[src/rtl/hps_pkg.sv]
package hps_pkg;

  // Width of the phase wait counter
  localparam int unsigned TIMER_W = 24;
  localparam int unsigned CFG_W   = 24;
  localparam int unsigned DUTY_W  = 8;
  localparam int unsigned DIV_W   = 16;
  localparam int unsigned ADDR_W  = 5;
  localparam int unsigned DATA_W  = 32;

  // Register reset values
  localparam logic [CFG_W-1:0]  RST_POWERON  = CFG_W'(120000);
  localparam logic [CFG_W-1:0]  RST_BOOT     = CFG_W'(1800000);
  localparam logic [CFG_W-1:0]  RST_SHUTDOWN = CFG_W'(1400000);
  localparam logic [CFG_W-1:0]  RST_STOP     = CFG_W'(40000);
  localparam logic [DUTY_W-1:0] RST_DUTY_MAX = DUTY_W'(200);
  localparam logic [DUTY_W-1:0] RST_DUTY_MIN = DUTY_W'(1);
  localparam logic [DIV_W-1:0]  RST_DIVIDER  = DIV_W'(15);

  typedef enum logic [2:0] {
    PH_POWERON  = 3'd0,
    PH_BOOT     = 3'd1,
    PH_RUN      = 3'd2,
    PH_SHUTDOWN = 3'd3,
    PH_STOP     = 3'd4,
    PH_OFF      = 3'd5
  } phase_t;

  typedef enum logic [1:0] {
    CMD_PIN  = 2'd0,
    CMD_STEP = 2'd1,
    CMD_TICK = 2'd2,
    CMD_NOP  = 2'd3
  } cmd_t;

  typedef enum logic [2:0] {
    REG_POWERON  = 3'd0,
    REG_BOOT     = 3'd1,
    REG_SHUTDOWN = 3'd2,
    REG_STOP     = 3'd3,
    REG_DUTY_MAX = 3'd4,
    REG_DUTY_MIN = 3'd5,
    REG_DIVIDER  = 3'd6,
    REG_NONE     = 3'd7
  } reg_idx_t;

  // Configuration as seen by the sequencer core
  typedef struct packed {
    logic [CFG_W-1:0]  poweron_ticks;
    logic [CFG_W-1:0]  boot_ticks;
    logic [CFG_W-1:0]  shutdown_ticks;
    logic [CFG_W-1:0]  stop_ticks;
    logic [DUTY_W-1:0] duty_max;
    logic [DUTY_W-1:0] duty_min;
    logic [DIV_W-1:0]  divider;
    logic              poweron_load;   // poweron_ticks written this cycle
    logic [CFG_W-1:0]  poweron_wdata;
  } cfg_t;

  // Outputs of one result item
  typedef struct packed {
    logic [2:0]        phase;
    logic [DUTY_W-1:0] duty;
    logic              breathing;
    logic              led_two;
    logic              led_one;
    logic              power_enable;
  } result_t;

endpackage

[src/rtl/hps_cfg.sv]
module hps_cfg (
  input  logic                       clk,
  input  logic                       rst_n,
  input  logic                       cfg_psel,
  input  logic                       cfg_penable,
  input  logic                       cfg_pwrite,
  input  logic [hps_pkg::ADDR_W-1:0] cfg_paddr,
  input  logic [hps_pkg::DATA_W-1:0] cfg_pwdata,
  output logic [hps_pkg::DATA_W-1:0] cfg_prdata,
  output logic                       cfg_pready,
  output hps_pkg::cfg_t              cfg
);
  import hps_pkg::*;

  logic [CFG_W-1:0]  poweron_r, boot_r, shutdown_r, stop_r;
  logic [DUTY_W-1:0] duty_max_r, duty_min_r;
  logic [DIV_W-1:0]  divider_r;
  logic              wr_en;
  reg_idx_t          idx;

  assign cfg_pready = 1'b1;
  assign wr_en      = cfg_psel & cfg_penable & cfg_pwrite;
  assign idx        = reg_idx_t'(cfg_paddr[ADDR_W-1:2]);

  // Register writes
  always_ff @(posedge clk) begin
    if (!rst_n) begin
      poweron_r  <= RST_POWERON;
      boot_r     <= RST_BOOT;
      shutdown_r <= RST_SHUTDOWN;
      stop_r     <= RST_STOP;
      duty_max_r <= RST_DUTY_MAX;
      duty_min_r <= RST_DUTY_MIN;
      divider_r  <= RST_DIVIDER;
    end else if (wr_en) begin
      case (idx)
        REG_POWERON:  poweron_r  <= cfg_pwdata[CFG_W-1:0];
        REG_BOOT:     boot_r     <= cfg_pwdata[CFG_W-1:0];
        REG_SHUTDOWN: shutdown_r <= cfg_pwdata[CFG_W-1:0];
        REG_STOP:     stop_r     <= cfg_pwdata[CFG_W-1:0];
        REG_DUTY_MAX: duty_max_r <= cfg_pwdata[DUTY_W-1:0];
        REG_DUTY_MIN: duty_min_r <= cfg_pwdata[DUTY_W-1:0];
        REG_DIVIDER:  divider_r  <= cfg_pwdata[DIV_W-1:0];
        default: ;
      endcase
    end
  end

  // Read back
  always_comb begin
    case (idx)
      REG_POWERON:  cfg_prdata = DATA_W'(poweron_r);
      REG_BOOT:     cfg_prdata = DATA_W'(boot_r);
      REG_SHUTDOWN: cfg_prdata = DATA_W'(shutdown_r);
      REG_STOP:     cfg_prdata = DATA_W'(stop_r);
      REG_DUTY_MAX: cfg_prdata = DATA_W'(duty_max_r);
      REG_DUTY_MIN: cfg_prdata = DATA_W'(duty_min_r);
      REG_DIVIDER:  cfg_prdata = DATA_W'(divider_r);
      default:      cfg_prdata = '0;
    endcase
  end

  // Present settings to the core
  always_comb begin
    cfg.poweron_ticks  = poweron_r;
    cfg.boot_ticks     = boot_r;
    cfg.shutdown_ticks = shutdown_r;
    cfg.stop_ticks     = stop_r;
    cfg.duty_max       = duty_max_r;
    cfg.duty_min       = duty_min_r;
    cfg.divider        = divider_r;
    cfg.poweron_load   = wr_en && (idx == REG_POWERON);
    cfg.poweron_wdata  = cfg_pwdata[CFG_W-1:0];
  end

endmodule

[src/rtl/hps_core.sv]
module hps_core (
  input  logic             clk,
  input  logic             rst_n,
  input  logic             item_en,
  input  hps_pkg::cmd_t    cmd,
  input  logic             act_level,
  input  logic             alarm_level,
  input  hps_pkg::cfg_t    cfg,
  output hps_pkg::result_t res_nxt
);
  import hps_pkg::*;

  phase_t             phase_r, phase_nxt;
  logic [TIMER_W-1:0] wait_r, wait_nxt, wait_dec;
  logic               wait_done;
  logic               shut_req_r, shut_req_nxt;
  logic               shut_can_r, shut_can_nxt;
  logic               wake_r, wake_nxt;
  logic               last_alarm_r, last_alarm_nxt;
  logic               last_act_r, last_act_nxt;
  logic               pin_alarm_r, pin_alarm_nxt;
  logic               pwr_r, pwr_nxt;
  logic               led1_r, led1_nxt;
  logic               led2_r, led2_nxt;
  logic               breath_r, breath_nxt;
  logic [DUTY_W-1:0]  duty_r, duty_nxt, duty_sum;
  logic [DUTY_W-1:0]  step_r, step_nxt;
  logic [DIV_W-1:0]   div_r, div_nxt;
  logic [DUTY_W-1:0]  duty_start;

  assign wait_dec   = wait_r - TIMER_W'(1);
  assign wait_done  = (wait_dec == '0);
  assign duty_sum   = duty_r + step_r;
  assign duty_start = (cfg.duty_max != '0) ? cfg.duty_max : cfg.duty_min;

  // Next state for the accepted item
  always_comb begin
    phase_nxt      = phase_r;
    wait_nxt       = wait_r;
    shut_req_nxt   = shut_req_r;
    shut_can_nxt   = shut_can_r;
    wake_nxt       = wake_r;
    last_alarm_nxt = last_alarm_r;
    last_act_nxt   = last_act_r;
    pin_alarm_nxt  = pin_alarm_r;
    pwr_nxt        = pwr_r;
    led1_nxt       = led1_r;
    led2_nxt       = led2_r;
    breath_nxt     = breath_r;
    duty_nxt       = duty_r;
    step_nxt       = step_r;
    div_nxt        = div_r;

    if (item_en) begin
      case (cmd)
        // Latch pin change events
        CMD_PIN: begin
          if (act_level != last_act_r || alarm_level != pin_alarm_r) begin
            last_act_nxt  = act_level;
            pin_alarm_nxt = alarm_level;
            last_alarm_nxt = alarm_level;
            if (!alarm_level && last_alarm_r) wake_nxt = 1'b1;
            shut_req_nxt = ~act_level;
            shut_can_nxt = act_level;
          end
        end
        // Advance the phase machine
        CMD_STEP: begin
          case (phase_r)
            PH_POWERON: begin
              pwr_nxt    = 1'b1;
              breath_nxt = 1'b0;
              duty_nxt   = cfg.duty_min;
              wait_nxt   = wait_dec;
              if (wait_done) begin
                phase_nxt = PH_BOOT;
                wait_nxt  = TIMER_W'(cfg.boot_ticks);
              end
            end
            PH_BOOT: begin
              breath_nxt = 1'b0;
              duty_nxt   = cfg.duty_min;
              led1_nxt   = 1'b1;
              led2_nxt   = 1'b1;
              pwr_nxt    = 1'b1;
              wait_nxt   = wait_dec;
              if (wait_done) begin
                phase_nxt    = PH_RUN;
                shut_req_nxt = 1'b0;
                shut_can_nxt = 1'b0;
              end
            end
            PH_RUN: begin
              breath_nxt = 1'b0;
              duty_nxt   = cfg.duty_min;
              pwr_nxt    = 1'b1;
              led2_nxt   = 1'b1;
              if (shut_req_r) begin
                phase_nxt    = PH_SHUTDOWN;
                wait_nxt     = TIMER_W'(cfg.shutdown_ticks);
                shut_req_nxt = 1'b0;
                shut_can_nxt = 1'b0;
              end
            end
            PH_SHUTDOWN: begin
              breath_nxt = 1'b0;
              duty_nxt   = cfg.duty_min;
              pwr_nxt    = 1'b1;
              wait_nxt   = wait_dec;
              if (wait_done) begin
                phase_nxt = PH_STOP;
                wait_nxt  = TIMER_W'(cfg.stop_ticks);
              end
              // A cancel overrides the move to stop; the counter still takes its decremented or reloaded value
              if (shut_can_r) begin
                phase_nxt    = PH_RUN;
                shut_can_nxt = 1'b0;
                shut_req_nxt = 1'b0;
                led2_nxt     = 1'b0;
              end
            end
            PH_STOP: begin
              pwr_nxt  = 1'b1;
              wait_nxt = wait_dec;
              if (wait_done) begin
                phase_nxt  = PH_OFF;
                wake_nxt   = 1'b0;
                duty_nxt   = duty_start;
                breath_nxt = 1'b1;
              end
            end
            PH_OFF: begin
              led1_nxt = 1'b0;
              pwr_nxt  = 1'b0;
              if (wake_r) begin
                phase_nxt = PH_BOOT;
                wait_nxt  = TIMER_W'(cfg.boot_ticks);
                wake_nxt  = 1'b0;
              end
            end
            default: ;
          endcase
        end
        // Advance the breathing duty
        CMD_TICK: begin
          if (breath_r) begin
            if (div_r == cfg.divider) begin
              div_nxt  = DIV_W'(1);
              duty_nxt = duty_sum;
              if (duty_sum > cfg.duty_max || duty_sum < cfg.duty_min) begin
                step_nxt = DUTY_W'(0) - step_r;
              end
            end else begin
              div_nxt = div_r + DIV_W'(1);
            end
          end
        end
        default: ;
      endcase
    end else if (cfg.poweron_load && phase_r == PH_POWERON) begin
      // Reload the running power-on wait
      wait_nxt = TIMER_W'(cfg.poweron_wdata);
    end
  end

  always_ff @(posedge clk) begin
    if (!rst_n) begin
      phase_r      <= PH_POWERON;
      wait_r       <= TIMER_W'(RST_POWERON);
      shut_req_r   <= 1'b0;
      shut_can_r   <= 1'b0;
      wake_r       <= 1'b0;
      last_alarm_r <= 1'b1;
      last_act_r   <= 1'b1;
      pin_alarm_r  <= 1'b1;
      pwr_r        <= 1'b1;
      led1_r       <= 1'b0;
      led2_r       <= 1'b0;
      breath_r     <= 1'b0;
      duty_r       <= '0;
      step_r       <= DUTY_W'(1);
      div_r        <= '0;
    end else begin
      phase_r      <= phase_nxt;
      wait_r       <= wait_nxt;
      shut_req_r   <= shut_req_nxt;
      shut_can_r   <= shut_can_nxt;
      wake_r       <= wake_nxt;
      last_alarm_r <= last_alarm_nxt;
      last_act_r   <= last_act_nxt;
      pin_alarm_r  <= pin_alarm_nxt;
      pwr_r        <= pwr_nxt;
      led1_r       <= led1_nxt;
      led2_r       <= led2_nxt;
      breath_r     <= breath_nxt;
      duty_r       <= duty_nxt;
      step_r       <= step_nxt;
      div_r        <= div_nxt;
    end
  end

  // Outputs as they stand after this item
  always_comb begin
    res_nxt.phase        = phase_nxt;
    res_nxt.duty         = duty_nxt;
    res_nxt.breathing    = breath_nxt;
    res_nxt.led_two      = led2_nxt;
    res_nxt.led_one      = led1_nxt;
    res_nxt.power_enable = pwr_nxt;
  end

endmodule

[src/rtl/host_power_sequencer.sv]
// Host power sequencer.
// Input channel in_*: one item per handshake. in_tuser[1:0] is the command
// (pin sample, sequencer step, PWM tick; the fourth code reports only).
// in_tdata carries the activity LED and alarm pin levels for pin samples.
// Output channel out_*: exactly one result item per input item, carrying
// power enable, both LEDs, breathing flag, breathing duty and phase.
// The result of an item accepted at an edge is valid from that edge on.
// One item per cycle is taken unless the receiver stalls; the state update and
// result come from one pass of logic between the state and result registers.
// When the receiver stalls, the result register holds; in_tready stays high
// while the held result is taken in the same cycle, so a new item can follow
// without a bubble, and drops only while a result waits untaken.
// Reset (rst_n low, synchronous) loads the register defaults, puts the
// sequencer in the power-on wait with power enabled and empties the result
// register. The cfg_* port is APB style, registers at byte address 4*index,
// always ready; write only while no item is in flight.
module host_power_sequencer (
  input  logic                       clk,
  input  logic                       rst_n,
  input  logic                       in_tvalid,
  output logic                       in_tready,
  input  logic [7:0]                 in_tdata,   // activity_led_level, alarm_level
  input  logic [1:0]                 in_tuser,   // command
  output logic                       out_tvalid,
  input  logic                       out_tready,
  output logic [15:0]                out_tdata,  // power_enable, led_one, led_two,
                                                 // breathing_on, breath_duty[7:0],
                                                 // phase[2:0]
  input  logic                       cfg_psel,
  input  logic                       cfg_penable,
  input  logic                       cfg_pwrite,
  input  logic [hps_pkg::ADDR_W-1:0] cfg_paddr,
  input  logic [hps_pkg::DATA_W-1:0] cfg_pwdata,
  output logic [hps_pkg::DATA_W-1:0] cfg_prdata,
  output logic                       cfg_pready
);
  import hps_pkg::*;

  cfg_t    cfg;
  result_t res_nxt;
  result_t res_r;
  logic    out_valid_r;
  logic    accept;

  assign in_tready = ~out_valid_r | out_tready;
  assign accept    = in_tvalid & in_tready;

  hps_cfg u_cfg (
    .clk         (clk),
    .rst_n       (rst_n),
    .cfg_psel    (cfg_psel),
    .cfg_penable (cfg_penable),
    .cfg_pwrite  (cfg_pwrite),
    .cfg_paddr   (cfg_paddr),
    .cfg_pwdata  (cfg_pwdata),
    .cfg_prdata  (cfg_prdata),
    .cfg_pready  (cfg_pready),
    .cfg         (cfg)
  );

  hps_core u_core (
    .clk         (clk),
    .rst_n       (rst_n),
    .item_en     (accept),
    .cmd         (cmd_t'(in_tuser)),
    .act_level   (in_tdata[0]),
    .alarm_level (in_tdata[1]),
    .cfg         (cfg),
    .res_nxt     (res_nxt)
  );

  // Result register valid flag
  always_ff @(posedge clk) begin
    if (!rst_n) begin
      out_valid_r <= 1'b0;
    end else if (accept) begin
      out_valid_r <= 1'b1;
    end else if (out_tready) begin
      out_valid_r <= 1'b0;
    end
  end

  // Capture result payload
  always_ff @(posedge clk) begin
    if (accept) begin
      res_r <= res_nxt;
    end
  end

  assign out_tvalid = out_valid_r;
  assign out_tdata  = {1'b0, res_r.phase, res_r.duty, res_r.breathing,
                       res_r.led_two, res_r.led_one, res_r.power_enable};

endmodule

[config.mk]
export PLATFORM = sky130hd
export DESIGN_NAME = host_power_sequencer
export DESIGN_NICKNAME = d
export VERILOG_FILES = /design/src/rtl/hps_pkg.sv /design/src/rtl/hps_cfg.sv /design/src/rtl/hps_core.sv /design/src/rtl/host_power_sequencer.sv
export SDC_FILE = /design/constraint.sdc
export NUM_CORES = 1
export LEC_CHECK = 0
export ABC_AREA = 1
export BUFFER_PORTS_ARGS = -buffer_cell sky130_fd_sc_hd__buf_2
export CORE_ASPECT_RATIO = 0.8
export CORE_MARGIN = 2
export CORE_UTILIZATION = 35
export DETAILED_ROUTE_END_ITERATION = 10
export PLACE_DENSITY = 0.52
export SLEW_MARGIN = 20
export SYNTH_ARGS = -nofsm -noshare
export SYNTH_HDL_FRONTEND = slang
export SYNTH_SLANG_ARGS = --single-unit
[constraint.sdc]
create_clock -name clk -period 4.4 [get_ports clk]
set_input_delay 1.32 -clock clk [delete_from_list [all_inputs] [get_ports clk]]
set_output_delay 1.32 -clock clk [all_outputs]
set_load 0.03 [all_outputs]
==> qor_table.md <==
| Metric | Value |
| --- | --- |
| Data required time at the worst endpoint | 3080 ps |
| Antenna cells | 0 |
| Total detailed-routing wirelength | 45.4 mm |
| Final hold viol count | 0 |
| Global-route wire length before repair | 70.0 mm |
| Post-Synthesis Cells | 1866 |
| Core footprint | 35000 um2 |
| Post-route clock skew | 14.7 ps |
| Largest net degree at the start of global routing | 66 |
| Leakage power summed over all cells | 6.39 nW |
| RePlAce Congestion | 0.915 |
| CTS Sinks | 211 |
| Filler cells | 3773 |
| HPWL Detailed | 33.7 mm |
| Count of antenna-violating nets left after detailed routing | 0 |
| Ys flop type | dfxtp_1 |
| Sequential share of the synthesized area | 0.350 |
| Data arrival time of the worst path | 2910 ps |
| Warnings from Yosys | 0 |
| Unrepaired setup endpoints after global routing | no |
| Launch point of the worst hold path | u_cfg.poweron_r[10] |
| Part of the cycle the worst path needs | 0.961 |
| Count of standard-cell rows | 61 |
| Final number of max-transition violations | 0 |
| NumNets Final | 2007 |
| Number of design rule violations left after detail routing | 0 |
| Highest ir drop seen on vdd | 0.270 mV |
| Register bit total from synthesis | 211 |
| Vias post-DR | 12716 |
| Average size of a mapped cell | 6.71 um2 |
| Share of flip-flops with an asynchronous set or reset after synthesis | 0 |
| Power Density | 373 nW/um2 |
| Width of the die | 215 um |
| FF-to-FF Start | u_core.duty_r[0] |
| Count of endpoints failing setup in the final report | 0 |
| Max-Slew Margin vs Limit | 0.311 |
| Class of the tightest hold or removal check | reg2reg |
| Count of flip-flops with a built-in enable after synthesis | 15 |
| Critical-path maximum fanout | 16 |
| Total Neg Setup Slack | 0 ps |
| Number of DRC markers after the initial detailed-route iteration | 1152 |
| Number of clock buffers inserted by TritonCTS | 25 |
| Area of the die | 37300 um2 |
| Routed length per instance | 18.8 um |
| Category of the worst setup path launch point | primary input |
| Transition at the pin with the smallest max-transition slack | 1030 ps |
| Slowest cell on crit path | a221oi_1 |
| Area growth, synth to finish | 15.4% |
| Yosys cell types | 57 |
| Number of H-tree levels | 1 |
| Initial Util | 0.358 |
| Largest stage delay on the critical path | 320 ps |
| Startpoint of the most critical setup path | cfg_paddr[4] |
| Input/output buffers | 78 |
| FMAX | 0.236 GHz |
| Chain of cells forming the critical path | buf_2, inv_1, nand2_1, inv_1, nand2_1, o21ai_0, a221oi_1, o21ai_0, buf_2 |
| Critical path type | in2out |
| CTS Hold Bufs | 0 |
| Initial antenna violation count | 2 |
| Most used cells in the layout excluding fill and tap cells | nand2_1, inv_1, dfxtp_1, nor2_1, o21ai_0 |
| Source-to-sink clock delay at the later pin of the worst-skew pair | 550 ps |
| Clock tree from TritonCTS | done |
| Kind of end point of the critical path | output port |
| Clock transition at the registers of the reported paths | 60 ps |
| Iteration count of the initial detailed-routing pass | 5 |
| Overall overflow remaining after global route | 0 |
| Buffer count from post-CTS setup fixing | 0 |
| Minimum clock period after layout | 4230 ps |
| Overall power consumption | 5.39 mW |
| Number of violations of the max-capacitance limit | 0 |
| Cell area after synthesis | 12500 um2 |
| Leading cell type in the layout, fill and taps excluded | nand2_1 |
| Vias/cell | 5.27 |
| Height of the die | 173 um |
| Number of global-route vias before repair | 11606 |
| CTS root buffer | clkbuf_16 |
| GRT Overall Usage | 0.239 |
| Total of cells resized after clock tree synthesis | 0 |
| Fraction of layout cells with a size suffix above 1 | 0.119 |
| Outcome | finished, final reports clean |
| Number of top-level design ports | 105 |
| Number of buffers on the longest clock path | 3 |
## layer usage
layer,part of all wire,track usage,vias to the layer above
li1,-,-,6313
met1,0.52,0.384,5894
met2,0.38,0.321,447
met3,0.075,0.0410,58
met4,0.025,0.0578,4
met5,0.00059,0,-
## cell usage after synthesis, drive strengths merged (11+ instances only)
| master | number | area (um2) |
|---|---|---|
| dfxtp | 196 | 3920 |
| nor3 | 19 | 116 |
| a21oi | 162 | 815 |
| o221ai | 11 | 96.3 |
| o211ai | 25 | 188 |
| a31oi | 11 | 68.8 |
| nand3 | 97 | 503 |
| edfxtp | 15 | 450 |
| o21ai | 181 | 932 |
| nand4 | 32 | 200 |
| inv | 233 | 875 |
| ha | 28 | 350 |
| a221oi | 32 | 280 |
| o22ai | 17 | 106 |
| nand2 | 430 | 1650 |
| buf | 29 | 204 |
| xor2 | 12 | 113 |
| clkbuf | 66 | 248 |
| nor2 | 210 | 901 |
| xnor2 | 12 | 105 |
## sequential cells by signal, summed over array words and instances (netlist names), 3 cells and up
register	count
u_core.phase_r	3
out_tdata	15
u_core.step_r	7
u_core.wait_r	24
u_cfg.stop_r	24
u_cfg.shutdown_r	24
u_cfg.duty_min_r	8
u_cfg.duty_max_r	8
u_core.duty_r	8
u_cfg.boot_r	24
u_core.div_r	16
u_cfg.divider_r	16
u_cfg.poweron_r	24
## layout make-up
cell class	instances	area, um2	share of cell area
multi-input combinational	1331	6840	0.474
tap	472	591	0.0409
timing repair buffer	118	706	0.0489
clock inverter	18	349	0.0242
clock buffer	28	689	0.0477
sequential	211	4370	0.303
inverter	237	890	0.0616
## path summary, 6_finish.rpt
kind,to,slack [ps],cells after the start
worst max-delay path,cfg_prdata[12],170,9
worst min-delay path,u_cfg.poweron_r[10],470,2
worst max register to register,u_core.step_r[7],1060,18
worst min register to register,u_cfg.poweron_r[10],470,2
## metrics by stage
step | util | cell area [um2] | worst slack [ps] | std cells | hold slack, ps
after floorplan | - | 12500 | 166 | 1874 | 429
after global placement | 0.383 | 13400 | 178 | 2369 | 446
after detailed placement | 0.383 | 13400 | 95.9 | 2369 | 450
after CTS | 0.413 | 14400 | 116 | 2415 | 467
after global routing | 0.413 | 14400 | 3.16 | 2415 | 499
final | 0.413 | 14400 | 170 | 2415 | 469
## kinds of logic (layout without fill, tap and decap cells)
group	count (synthesis)	after routing	share of synthesized area
xor gates and xnor gates	24	24	0.0174
and+or+nand+nor	802	802	0.277
DFF	211	211	0.350
buffers and inverters	332	401	0.107
adders and majority gates	29	29	0.0296
AOI/OAI and AO/OA	466	466	0.219
other	2	10	0.000600
## where the power goes
part | leakage (nW) | switching [mW] | internal, mW | total (mW)
registers | 1.74 | 0.0452 | 1.99 | 2.03
logic | 4.15 | 0.514 | 0.216 | 0.731
clock network | 0.506 | 0.913 | 1.71 | 2.63
## critical path: cells and delay by family
family          cells  cell delay [ps]
simple gates        2              240
compound gates      3              610
buf+inv             4              730
(Power assumes the default switching activity.)
